## config.mk

```make
export PLATFORM = sky130hd
export DESIGN_NAME = tpa_sqrt_chain
export DESIGN_NICKNAME = d
export VERILOG_FILES = /design/src/design/tpa_pkg.sv /design/src/design/tpa_sqrt_cell.sv /design/src/design/tpa_sqrt_chain.sv
export SDC_FILE = /design/constraint.sdc
export NUM_CORES = 2
export LEC_CHECK = 0
export BUFFER_PORTS_ARGS = -buffer_cell sky130_fd_sc_hd__buf_2
export CAP_MARGIN = 20
export CORE_ASPECT_RATIO = 0.75
export CORE_MARGIN = 4
export CORE_UTILIZATION = 45
export DETAILED_ROUTE_END_ITERATION = 8
export GPL_TIMING_DRIVEN = 0
export HOLD_SLACK_MARGIN = 0.05
export PLACE_DENSITY_LB_ADDON = 0.2
export SYNTH_ARGS = -nofsm -noshare
export SYNTH_HDL_FRONTEND = slang
export SYNTH_SLANG_ARGS = --single-unit
```

## constraint.sdc

```tcl
create_clock -name clk -period 14.85 [get_ports clk]
set_clock_uncertainty 0.05 [all_clocks]
set_input_delay 2.97 -clock clk [delete_from_list [all_inputs] [get_ports clk]]
set_output_delay 2.97 -clock clk [all_outputs]
set_load 0.005 [all_outputs]
```

## src/design/tpa_pkg.sv

```systemverilog
`default_nettype none
package tpa_pkg;

	localparam int SQRT_STEPS = 32;
	localparam int SQ_W       = 64;
	localparam int ROOT_W     = 32;
	localparam int SIDE_W     = 30;
	localparam int PERIM_W    = 19;
	localparam int AREA_W     = 24;
	localparam int OUT_W      = 48;
	localparam int HERON_SHIFT = 20;

	localparam logic [SIDE_W-1:0]  SIDE_CAP  = {SIDE_W{1'b1}};
	localparam logic [PERIM_W-1:0] PERIM_MAX = {PERIM_W{1'b1}};
	localparam logic [AREA_W-1:0]  AREA_MAX  = {AREA_W{1'b1}};

endpackage
`default_nettype wire

```

## src/design/tpa_sqrt_cell.sv

```systemverilog
`default_nettype none
module tpa_sqrt_cell import tpa_pkg::*; #(
	parameter int LANES = 1,
	parameter int PW    = 1,
	parameter int STEP  = 0
) (
	input  wire logic              clk,
	input  wire logic              arst_n,
	input  wire logic              v_i,
	output      logic              rdy_o,
	input  wire logic [SQ_W-1:0]   n_i [LANES],
	input  wire logic [SQ_W-1:0]   r_i [LANES],
	input  wire logic [PW-1:0]     pay_i,
	output      logic              v_o,
	input  wire logic              rdy_i,
	output      logic [SQ_W-1:0]   n_o [LANES],
	output      logic [SQ_W-1:0]   r_o [LANES],
	output      logic [PW-1:0]     pay_o
);

	// One step of the restoring square root: this cell tries one result bit.
	localparam logic [SQ_W-1:0] BIT = SQ_W'(1) << (SQ_W - 2 - 2 * STEP);

	logic            v_q;
	logic [SQ_W-1:0] n_q [LANES];
	logic [SQ_W-1:0] r_q [LANES];
	logic [PW-1:0]   pay_q;
	logic [SQ_W-1:0] n_nxt [LANES];
	logic [SQ_W-1:0] r_nxt [LANES];

	assign rdy_o = !v_q || rdy_i;

	always_comb begin
		for (int l = 0; l < LANES; l++) begin
			if (n_i[l] >= r_i[l] + BIT) begin
				n_nxt[l] = n_i[l] - (r_i[l] + BIT);
				r_nxt[l] = (r_i[l] >> 1) + BIT;
			end else begin
				n_nxt[l] = n_i[l];
				r_nxt[l] = r_i[l] >> 1;
			end
		end
	end

	always_ff @(posedge clk or negedge arst_n) begin
		if (!arst_n) begin
			v_q <= 1'b0;
		end else if (rdy_o) begin
			v_q <= v_i;
		end
	end

	always_ff @(posedge clk) begin
		if (rdy_o && v_i) begin
			n_q   <= n_nxt;
			r_q   <= r_nxt;
			pay_q <= pay_i;
		end
	end

	assign v_o   = v_q;
	assign n_o   = n_q;
	assign r_o   = r_q;
	assign pay_o = pay_q;

endmodule
`default_nettype wire

```

## src/design/tpa_sqrt_chain.sv

```systemverilog
`default_nettype none
module tpa_sqrt_chain import tpa_pkg::*; #(
	parameter int LANES = 1,
	parameter int PW    = 1
) (
	input  wire logic              clk,
	input  wire logic              arst_n,
	input  wire logic              v_i,
	output      logic              rdy_o,
	input  wire logic [SQ_W-1:0]   n_i [LANES],
	input  wire logic [PW-1:0]     pay_i,
	output      logic              v_o,
	input  wire logic              rdy_i,
	output      logic [ROOT_W-1:0] root_o [LANES],
	output      logic [PW-1:0]     pay_o
);

	logic            v_w   [SQRT_STEPS+1];
	logic            rdy_w [SQRT_STEPS+1];
	logic [SQ_W-1:0] n_w   [SQRT_STEPS+1][LANES];
	logic [SQ_W-1:0] r_w   [SQRT_STEPS+1][LANES];
	logic [PW-1:0]   pay_w [SQRT_STEPS+1];

	always_comb begin
		for (int l = 0; l < LANES; l++) begin
			n_w[0][l] = n_i[l];
			r_w[0][l] = '0;
		end
	end

	assign v_w[0]   = v_i;
	assign pay_w[0] = pay_i;
	assign rdy_o    = rdy_w[0];

	for (genvar k = 0; k < SQRT_STEPS; k++) begin : g_cell
		tpa_sqrt_cell #(.LANES(LANES), .PW(PW), .STEP(k)) u_cell (
			.clk    (clk),
			.arst_n (arst_n),
			.v_i    (v_w[k]),
			.rdy_o  (rdy_w[k]),
			.n_i    (n_w[k]),
			.r_i    (r_w[k]),
			.pay_i  (pay_w[k]),
			.v_o    (v_w[k+1]),
			.rdy_i  (rdy_w[k+1]),
			.n_o    (n_w[k+1]),
			.r_o    (r_w[k+1]),
			.pay_o  (pay_w[k+1])
		);
	end

	assign rdy_w[SQRT_STEPS] = rdy_i;
	assign v_o   = v_w[SQRT_STEPS];
	assign pay_o = pay_w[SQRT_STEPS];

	always_comb begin
		for (int l = 0; l < LANES; l++) begin
			root_o[l] = r_w[SQRT_STEPS][l][ROOT_W-1:0];
		end
	end

endmodule
`default_nettype wire

```

==> metrics <==
I/O Pins=104; area grow syn2layout=11.5%; fin crit period=9.32 ns; synth unique cells=87; gr usage total=19.1%; initial antenna violation count=7; Root Driver=clkbuf_16; startpoint types=input port; Worst-path clk slew=0.06 ns; Crit path depth=11; CP endpoint kind=primary output; Synthesized Nets=10000; post-route ant nets=0; largest net degree at the start of global routing=79; CP Max Fanout=8; CTS Hold Bufs=0; worst slew pin tran=1.26 ns; area of the core=267000 um^2; PortBufs=103; synth warn=0; Setup Crit Path Kind=input port to primary output; post-synthesis async set-or-reset flop share=1.24%; die area=277000 um^2; initial core utilization=45.3%; final worst-path cycle share=62.7%; cell class contributing the biggest share of worst-path delay=simple AND/OR/NAND/NOR gates; hold crit path type=flop to flop; clock tree sinks=2576; RSZ-0062 raised after global routing=no; clk buf depth=4; TNS Setup=0 ns; DRT Wirelength=272 mm; Max stage delay on crit path=0.76 ns; worst path bufs/invs=3; LEAKAGE=50.1 nW; WL per Instance=20.0 um; Mapped Cells=9413; most frequent cells in the layout=2544 x edfxtp_1, 686 x inv_1, 632 x nand2_1; number of enable flip-flop cells after synthesis=2544; Site Rows=164; max-cap violations=0; reg-to-reg endpoint=g_cell[28].u_cell.n_o[32]; setup violators final=0; clk_lat worst skew=0.92 ns; status=finished, final reports clean; GP Congestion=0.974; Layout Nets=10400; critical path arrival=6.30 ns; Final Non-Filler Cells=13600; cells along the critical path=buf_2 > nand4b_1 > nor2_1 > nand3_1 > nor2b_1 > nand3_1 > nor2_1 > nand3_1 > inv_1 > nand3_1 > buf_2; Reg2Reg Depth=13; Post-Syn Area per Cell=12.9 um^2; Post-Place Cells=13100; CTS buffer count=247; first-pass GRT wire length=420 mm; Critical Path End=rdy_o; GRT Residual Overflow=0; drt initial violations=7213; Setup Buffers After CTS=0; die height=457 um; Slew headroom=15.3%; pwr dens=164 nW/um^2; CTS tree=built; DRT Pass-1 Iters=7; FMAX=0.107 GHz; VDD IR-drop max=0.0936 mV; flops & latches, synth=2576; vias in the first global route=72400; Fin. Hold Viols=0; most common cell after layout, fill and taps aside=edfxtp_1; die width=607 um; Req. time, crit path=11.83 ns; r2r setup slk=9.34 ns; share of the yosys chip area belonging to registers=63.8%; post-CTS sizing=0; DR vias=75800; Total Power=22.1 mW; max-slew violation count=0; CTS H-Tree Depth=4; Via density=5.58; Worst path slowest cell=nor2b_1; CP most frequent cell=nand3_1; crit path from=rdy_i; Main synth FF type=edfxtp_1; DPL Wire Length=205 mm; DRC=0; layout cells sized above 1=6.81%; FF-to-FF Start=g_cell[27].u_cell.r_o[14]; area of the mapped netlist=121000 um^2
[flip-flops by register name (all words and copies together) (netlist names)]
signal,flops
g_cell.u_cell.n_o,1984
g_cell.u_cell.pay_o,32
g_cell.u_cell.r_o,528
g_cell.u_cell.v_o,32
[cells by family after synthesis]
| family | after synthesis | share of synthesized area, % |
|---|---|---|
| adder cells (fa/ha/maj) | 558 | 5.77 |
| AO/OA/AOI/OAI | 1718 | 8.85 |
| buffers and inverters | 838 | 2.62 |
| AND/OR/NAND/NOR | 2768 | 11.9 |
| XOR/XNOR | 880 | 6.37 |
| multiplexers | 75 | 0.687 |
| flip-flops | 2576 | 63.8 |
[synth_stat cells, drive strengths merged (136+ instances only)]
library cell / number / share of area, %
a21o: 225 / 1.4
a21oi: 475 / 2.0
edfxtp: 2544 / 63
ha: 558 / 5.8
inv: 691 / 2.1
nand2: 632 / 2.0
nand3: 164 / 0.69
nand4: 136 / 0.70
nor2: 531 / 1.6
nor3: 267 / 1.1
nor4: 334 / 1.7
o21ai: 504 / 2.1
xnor2: 452 / 3.3
xor2: 428 / 3.1
[layer usage]
metal / vias to the layer above / routed length, um / GRT usage [%]
met4: 2 / 4540 / 3.47
li1: 36100 / - / -
met3: 356 / 19400 / 3.98
met5: - / 13 / 0
met2: 2114 / 115000 / 27.4
met1: 37200 / 133000 / 29.9
[where the power goes]
group	switching (mW)	internal [mW]	leakage [nW]	total [mW]
logic	3.34	2.35	21.3	5.69
registers	0.750	9.53	25.0	10.3
clock network	2.67	3.49	3.80	6.16
[per-stage QoR]
stage | util, % | setup WS, ns | cell area [um^2] | hold WS, ns
3_5_place_dp | 47.6 | 5.33 | 127000 | 0.358
2_1_floorplan | - | 4.39 | 121000 | 0.350
4_1_cts | 50.5 | 5.34 | 135000 | 0.362
6_report | 50.5 | 5.53 | 135000 | 0.355
3_3_place_gp | 47.2 | 1.65 | 126000 | 0.356
5_1_grt | 50.5 | 5.16 | 135000 | 0.379
[how the worst min path moves through the flow]
stage / depth (start not counted) / end / startpoint / slack (ns)
6_report: 0 / g_cell[25].u_cell.r_o[13] / g_cell[24].u_cell.r_o[14] / 0.35
5_1_grt: 0 / g_cell[15].u_cell.pay_o / g_cell[14].u_cell.pay_o / 0.38
4_1_cts: 0 / g_cell[24].u_cell.r_o[33] / g_cell[23].u_cell.r_o[34] / 0.36
3_5_place_dp: 0 / g_cell[22].u_cell.pay_o / g_cell[21].u_cell.pay_o / 0.36
3_3_place_gp: 0 / g_cell[17].u_cell.pay_o / g_cell[16].u_cell.pay_o / 0.36
2_1_floorplan: 0 / g_cell[10].u_cell.pay_o / g_cell[9].u_cell.pay_o / 0.35
[layout make-up]
cell class	count	area (um^2)
clock inverter	143	1360
antenna	2	5.00
clock buffer	296	6410
timing repair buffer	156	1520
sequential	2576	77200
buffer	147	576
tap	3569	4470
inverter	691	2590
multi-input combinational	5999	40800
fill	22700	132000
Note: power is estimated with default switching activity, not from simulation.
