**config.mk**
```make
export PLATFORM = sky130hd
export DESIGN_NAME = tpa_side_front
export DESIGN_NICKNAME = d
export VERILOG_FILES = /design/src/design/tpa_pkg.sv /design/src/design/tpa_side_front.sv
export SDC_FILE = /design/constraint.sdc
export NUM_CORES = 2
export LEC_CHECK = 0
export ABC_AREA = 1
export BUFFER_PORTS_ARGS = -buffer_cell sky130_fd_sc_hd__buf_2
export CORE_MARGIN = 2
export CORE_UTILIZATION = 35
export CTS_BUF_LIST = sky130_fd_sc_hd__clkbuf_16
export DETAILED_ROUTE_END_ITERATION = 12
export GPL_TIMING_DRIVEN = 0
export MAX_ROUTING_LAYER = met4
export SLEW_MARGIN = 15
export SYNTH_ARGS = -nofsm -noshare
export SYNTH_HDL_FRONTEND = slang
export SYNTH_SLANG_ARGS = --single-unit
export TNS_END_PERCENT = 10
```
**constraint.sdc**
```tcl
create_clock -name clk -period 18.3 [get_ports clk]
set_input_delay 3.66 -clock clk [delete_from_list [all_inputs] [get_ports clk]]
set_output_delay 3.66 -clock clk [all_outputs]
set_load 0.05 [all_outputs]
```
**src/design/tpa_pkg.sv**
```systemverilog
`default_nettype none
package tpa_pkg;

	localparam int SQRT_STEPS = 32;
	localparam int SQ_W       = 64;
	localparam int ROOT_W     = 32;
	localparam int SIDE_W     = 30;
	localparam int PERIM_W    = 19;
	localparam int AREA_W     = 24;
	localparam int OUT_W      = 48;
	localparam int HERON_SHIFT = 20;

	localparam logic [SIDE_W-1:0]  SIDE_CAP  = {SIDE_W{1'b1}};
	localparam logic [PERIM_W-1:0] PERIM_MAX = {PERIM_W{1'b1}};
	localparam logic [AREA_W-1:0]  AREA_MAX  = {AREA_W{1'b1}};

endpackage
`default_nettype wire

```
**src/design/tpa_side_front.sv**
```systemverilog
`default_nettype none
module tpa_side_front import tpa_pkg::*; #(
	parameter int COORD_WIDTH = 16
) (
	input  wire logic                   clk,
	input  wire logic                   arst_n,
	input  wire logic                   v_i,
	output      logic                   rdy_o,
	input  wire logic [COORD_WIDTH-1:0] ax,
	input  wire logic [COORD_WIDTH-1:0] ay,
	input  wire logic [COORD_WIDTH-1:0] bx,
	input  wire logic [COORD_WIDTH-1:0] by_coord,
	input  wire logic [COORD_WIDTH-1:0] cx,
	input  wire logic [COORD_WIDTH-1:0] cy,
	output      logic                   v_o,
	input  wire logic                   rdy_i,
	output      logic [SQ_W-1:0]        sq_o [3]
);

	localparam int D_W   = COORD_WIDTH + 1;
	localparam int SUM_W = 2 * D_W + 1;

	// Lanes: 0 is side AB, 1 is side BC, 2 is side AC.
	logic [COORD_WIDTH-1:0] p_x [3];
	logic [COORD_WIDTH-1:0] p_y [3];
	logic [COORD_WIDTH-1:0] q_x [3];
	logic [COORD_WIDTH-1:0] q_y [3];
	logic signed [D_W-1:0]  dx_sgn [3];
	logic signed [D_W-1:0]  dy_sgn [3];
	logic [D_W-1:0]         dx_abs [3];
	logic [D_W-1:0]         dy_abs [3];
	logic [SUM_W-1:0]       sum_w  [3];
	logic [SUM_W+SQ_W-1:0]  sum_ext [3];
	logic [SQ_W-1:0]        sq_sat [3];

	logic           v_s1, v_s2;
	logic           rdy_s1, rdy_s2;
	logic [D_W-1:0] dx_s1 [3];
	logic [D_W-1:0] dy_s1 [3];
	logic [SQ_W-1:0] sq_s2 [3];

	assign p_x = '{ax, bx, ax};
	assign p_y = '{ay, by_coord, ay};
	assign q_x = '{bx, cx, cx};
	assign q_y = '{by_coord, cy, cy};

	always_comb begin
		for (int l = 0; l < 3; l++) begin
			dx_sgn[l] = $signed({p_x[l][COORD_WIDTH-1], p_x[l]})
				- $signed({q_x[l][COORD_WIDTH-1], q_x[l]});
			dy_sgn[l] = $signed({p_y[l][COORD_WIDTH-1], p_y[l]})
				- $signed({q_y[l][COORD_WIDTH-1], q_y[l]});
			dx_abs[l] = dx_sgn[l][D_W-1] ? D_W'(-dx_sgn[l]) : D_W'(dx_sgn[l]);
			dy_abs[l] = dy_sgn[l][D_W-1] ? D_W'(-dy_sgn[l]) : D_W'(dy_sgn[l]);
		end
	end

	// A sum of squares beyond 64 bits saturates to all ones.
	always_comb begin
		for (int l = 0; l < 3; l++) begin
			sum_w[l]   = SUM_W'(dx_s1[l] * dx_s1[l]) + SUM_W'(dy_s1[l] * dy_s1[l]);
			sum_ext[l] = {{SQ_W{1'b0}}, sum_w[l]};
			sq_sat[l]  = (|sum_ext[l][SUM_W+SQ_W-1:SQ_W]) ? {SQ_W{1'b1}}
				: sum_ext[l][SQ_W-1:0];
		end
	end

	assign rdy_s2 = !v_s2 || rdy_i;
	assign rdy_s1 = !v_s1 || rdy_s2;
	assign rdy_o  = rdy_s1;

	always_ff @(posedge clk or negedge arst_n) begin
		if (!arst_n) begin
			v_s1 <= 1'b0;
			v_s2 <= 1'b0;
		end else begin
			if (rdy_s1) v_s1 <= v_i;
			if (rdy_s2) v_s2 <= v_s1;
		end
	end

	always_ff @(posedge clk) begin
		if (rdy_s1 && v_i) begin
			dx_s1 <= dx_abs;
			dy_s1 <= dy_abs;
		end
		if (rdy_s2 && v_s1) begin
			sq_s2 <= sq_sat;
		end
	end

	assign v_o  = v_s2;
	assign sq_o = sq_s2;

endmodule
`default_nettype wire

```
==> summary.txt <==
Global route
  • Met2 routing resource usage after global routing: between 30% and 40%
  • Wire length of the first global-routing pass: about 300,000 um
  • Met3 global-route usage: under 10%
  • Met1 layer usage reported by global route: 24.46%
  • GR Util All Layers: around 20%
  • Via count of the first global-routing pass: ~54,000
  • Busiest layer in global routing: met2
  • Maximum number of pins on one net before global-route repair: approximately 70
  • Number of antenna violations at the first check in global routing: 26
  • Total overflow reported by the global router: 0

Synth
  • Leading area contributor after synthesis: sky130_fd_sc_hd__fa_1
  • Instance count of the mapped netlist: about 8,200
  • Mapped Area: about 67,000 um2
  • Synth warn: 0
  • Async set-or-reset flop fraction in the synthesized netlist: 0.9569%
  • Avg Cell Area, Syn: 8.160 um2
  • Post-synth EDFFs: between 200 and 250
  • Register bit count reported by yosys: between 200 and 250
  • Synth top area cells: sky130_fd_sc_hd__fa_1 (40%), sky130_fd_sc_hd__inv_1 (15%), sky130_fd_sc_hd__ha_1 (13%)
  • Count of unique library cells instantiated by Yosys: 45
  • Area share of the leading cell type in the synthesized netlist: about 40%
  • Main flop type after synthesis: sky130_fd_sc_hd__edfxtp_1
  • Sequential share of the synthesized area: 9.347%

Die
  • Floorplan die width: around 440 um
  • Number of I/O pins: roughly 290
  • Die outline area: slightly below 200,000 um2
  • Core outline area: roughly 190,000 um2
  • Die height: between 400 and 500 um
  • Starting utilization of the core area: a little over a third
  • Placement row count: 160

Critical path
  • Critical Path Fanout Max: 10
  • Startpoint type of the worst setup path: flop
  • Register-to-register setup slack: roughly 9300 ps
  • Crit path DAT: 9330 ps
  • Depth of the worst register-to-register path: 24
  • Category of the critical setup timing path: flop to flop
  • Crit path capture type: flop
  • Critical path data required time: roughly 19,000 ps

Finish
  • Fraction of final layout cells with drive strength greater than 1: 4.922%
  • P&R area growth vs syn: 8.750%
  • Final Instance Count excl. Fillers: about 11,000
  • Final nets: ~11,000

Placement
  • Count of port buffers added during placement: slightly above 200
  • Worst setup timing slack at the placement stage: approximately 9600 ps
  • Global placement routability congestion: 0.9997
  • Hpwl dp: about 170,000 um
  • Cell count after placement: approximately 11,000

Routing
  • DRC viols: 0
  • Via density per instance: about 4.6
  • Number of design-rule violations left by the first detailed-router iteration: 2,889
  • Number of optimization iterations in the first detailed-route pass: 6
  • Post-Route WL: about 190,000 um
  • Vias: 51,077
  • Routed length per placed instance: about 17 um
  • Final ANT Viol Nets: 0

Clocking
  • CTS HTree Levels: 2
  • Clock transition at path regs: roughly 60 ps
  • Post-CTS Repair Setup Buffers: 0
  • Maximum clock insertion buffer count: 3
  • Post-CTS sizing: 0
  • Clock tree from TritonCTS: yes
  • Insertion delay to the later sink of the worst-skew pair: 600 ps
  • Count of clock tree sinks: roughly 210
  • Number of hold buffers added after cts: 0
  • Number of buffers added by the clock tree synthesis step: 34
  • Cell at the root of the clock tree: sky130_fd_sc_hd__clkbuf_16

Min path
  • Tightest Hold Check Type: flop to flop
  • Number of cells traversed by the worst hold path: 2

STA
  • RSZ-0062 raised after global routing: no
  • Fmax: between 100 and 150 MHz
  • Time the worst path needs with I/O delays and setup: between 9000 and 10,000 ps
  • Number of endpoints with negative hold slack in the final report: 0
  • Number of setup violations in the final report: 0
  • Smallest setup slack after layout: ~9300 ps
  • Final Cycle Share: between 40% and 50%
  • Final hold slack: 523.6 ps
  • Final TNS setup: 0 ps
  • Max Transition Viols Final: 0
  • Worst setup skew after layout: 19.41 ps
  • Tightest Pin Transition: 1056 ps
  • Relative slew slack: just under 30%

Outcome
  • Outcome: completed

Flow run
  • Maximum Capacitance Violations: 0
[cells in the final DEF (no fill, tap or decap), types with 120 or more instances in the layout]
cell type,synthesis,routed
sky130_fd_sc_hd__inv_1,2626,2629
sky130_fd_sc_hd__nand2_1,1794,1794
sky130_fd_sc_hd__fa_1,1343,1343
sky130_fd_sc_hd__ha_1,707,707
sky130_fd_sc_hd__nor2_1,274,274
sky130_fd_sc_hd__nand3_1,219,219
sky130_fd_sc_hd__a21oi_1,212,211
sky130_fd_sc_hd__edfxtp_1,207,207
sky130_fd_sc_hd__buf_2,0,206
sky130_fd_sc_hd__clkbuf_1,201,201
sky130_fd_sc_hd__xor2_1,120,120
[critical path, cell delays in order, from the launching register on]
cell	delay (ps)
sky130_fd_sc_hd__edfxtp_1	330
sky130_fd_sc_hd__clkbuf_1	580
sky130_fd_sc_hd__clkbuf_1	660
sky130_fd_sc_hd__nand2_1	160
sky130_fd_sc_hd__fa_1	590
sky130_fd_sc_hd__inv_1	70
sky130_fd_sc_hd__fa_1	510
sky130_fd_sc_hd__inv_1	60
sky130_fd_sc_hd__fa_1	560
sky130_fd_sc_hd__inv_1	60
sky130_fd_sc_hd__fa_1	450
sky130_fd_sc_hd__fa_1	510
sky130_fd_sc_hd__fa_1	440
sky130_fd_sc_hd__fa_1	490
sky130_fd_sc_hd__inv_1	50
sky130_fd_sc_hd__fa_1	520
sky130_fd_sc_hd__inv_1	50
sky130_fd_sc_hd__ha_1	370
sky130_fd_sc_hd__nand2_1	200
sky130_fd_sc_hd__nor2_1	490
sky130_fd_sc_hd__nand2_1	80
sky130_fd_sc_hd__o21ai_0	850
sky130_fd_sc_hd__nand3_1	320
sky130_fd_sc_hd__nand3_1	180
sky130_fd_sc_hd__nand2_1	130
[registers in the layout (all words and copies together), names as in the netlist]
name and count:
sq_o 105, dx_s1 51, dy_s1 51, v_o 1, v_s1 1
[cells by family (layout without fill, tap and decap cells)]
logic type	after synthesis	in the layout	share of synthesized area, %
adder cells (fa/ha/maj)	2050	2050	53.30
XOR/XNOR	195	195	2.587
flip-flops	209	209	9.347
AND/OR/NAND/NOR	2435	2435	14.60
AO/OA/AOI/OAI	395	395	3.220
other	1	107	0.005594
buffers and inverters	2930	3203	16.94
[layer usage]
metal / share of wire, % / wire length, um
met2: 49 / 93080
met4: 5.0 / 9468
met1: 40 / 75690
met3: 5.6 / 10650
met5: 0 / 0
[synthesized netlist by cell type (all sizes together) (46+ instances only)]
master / n
xor2: 121
nand4: 46
edfxtp: 207
nor2: 277
clkbuf: 201
o21ai: 116
a21oi: 212
inv: 2629
xnor2: 74
ha: 707
fa: 1343
nand3: 223
nand2: 1823
buf: 100
[cell type report]
class | count | area (um2)
Antenna cell | 20 | 50.05
Timing Repair Buffer | 213 | 1216
Multi-Input combinational cell | 5162 | 49750
Buffer | 301 | 1486
Inverter | 2629 | 9873
Sequential cell | 209 | 6266
Clock buffer | 37 | 925.9
Fill cell | 19836 | 117300
Clock inverter | 23 | 192.7
Tap cell | 2511 | 3142
[path summary, 6_finish.rpt]
path / start / endpoint
setup / recovery: dy_s1[23] / sq_o[96]
hold / removal: v_s1 / v_o
setup reg to reg: dy_s1[23] / sq_o[96]
hold reg to reg: v_s1 / v_o
max in group asynchronous: arst_n / v_o
min in group asynchronous: arst_n / v_s1
[stage by stage]
step,area (um2),util [%]
finish,72900,38.33
global route,72890,38.33
CTS,72850,38.31
detailed placement,71730,37.72
global placement,71530,37.61
floorplan,67360,-
Power is not shown: default switching activity piles up to over one toggle a cycle in this logic, so the estimate is an artifact.
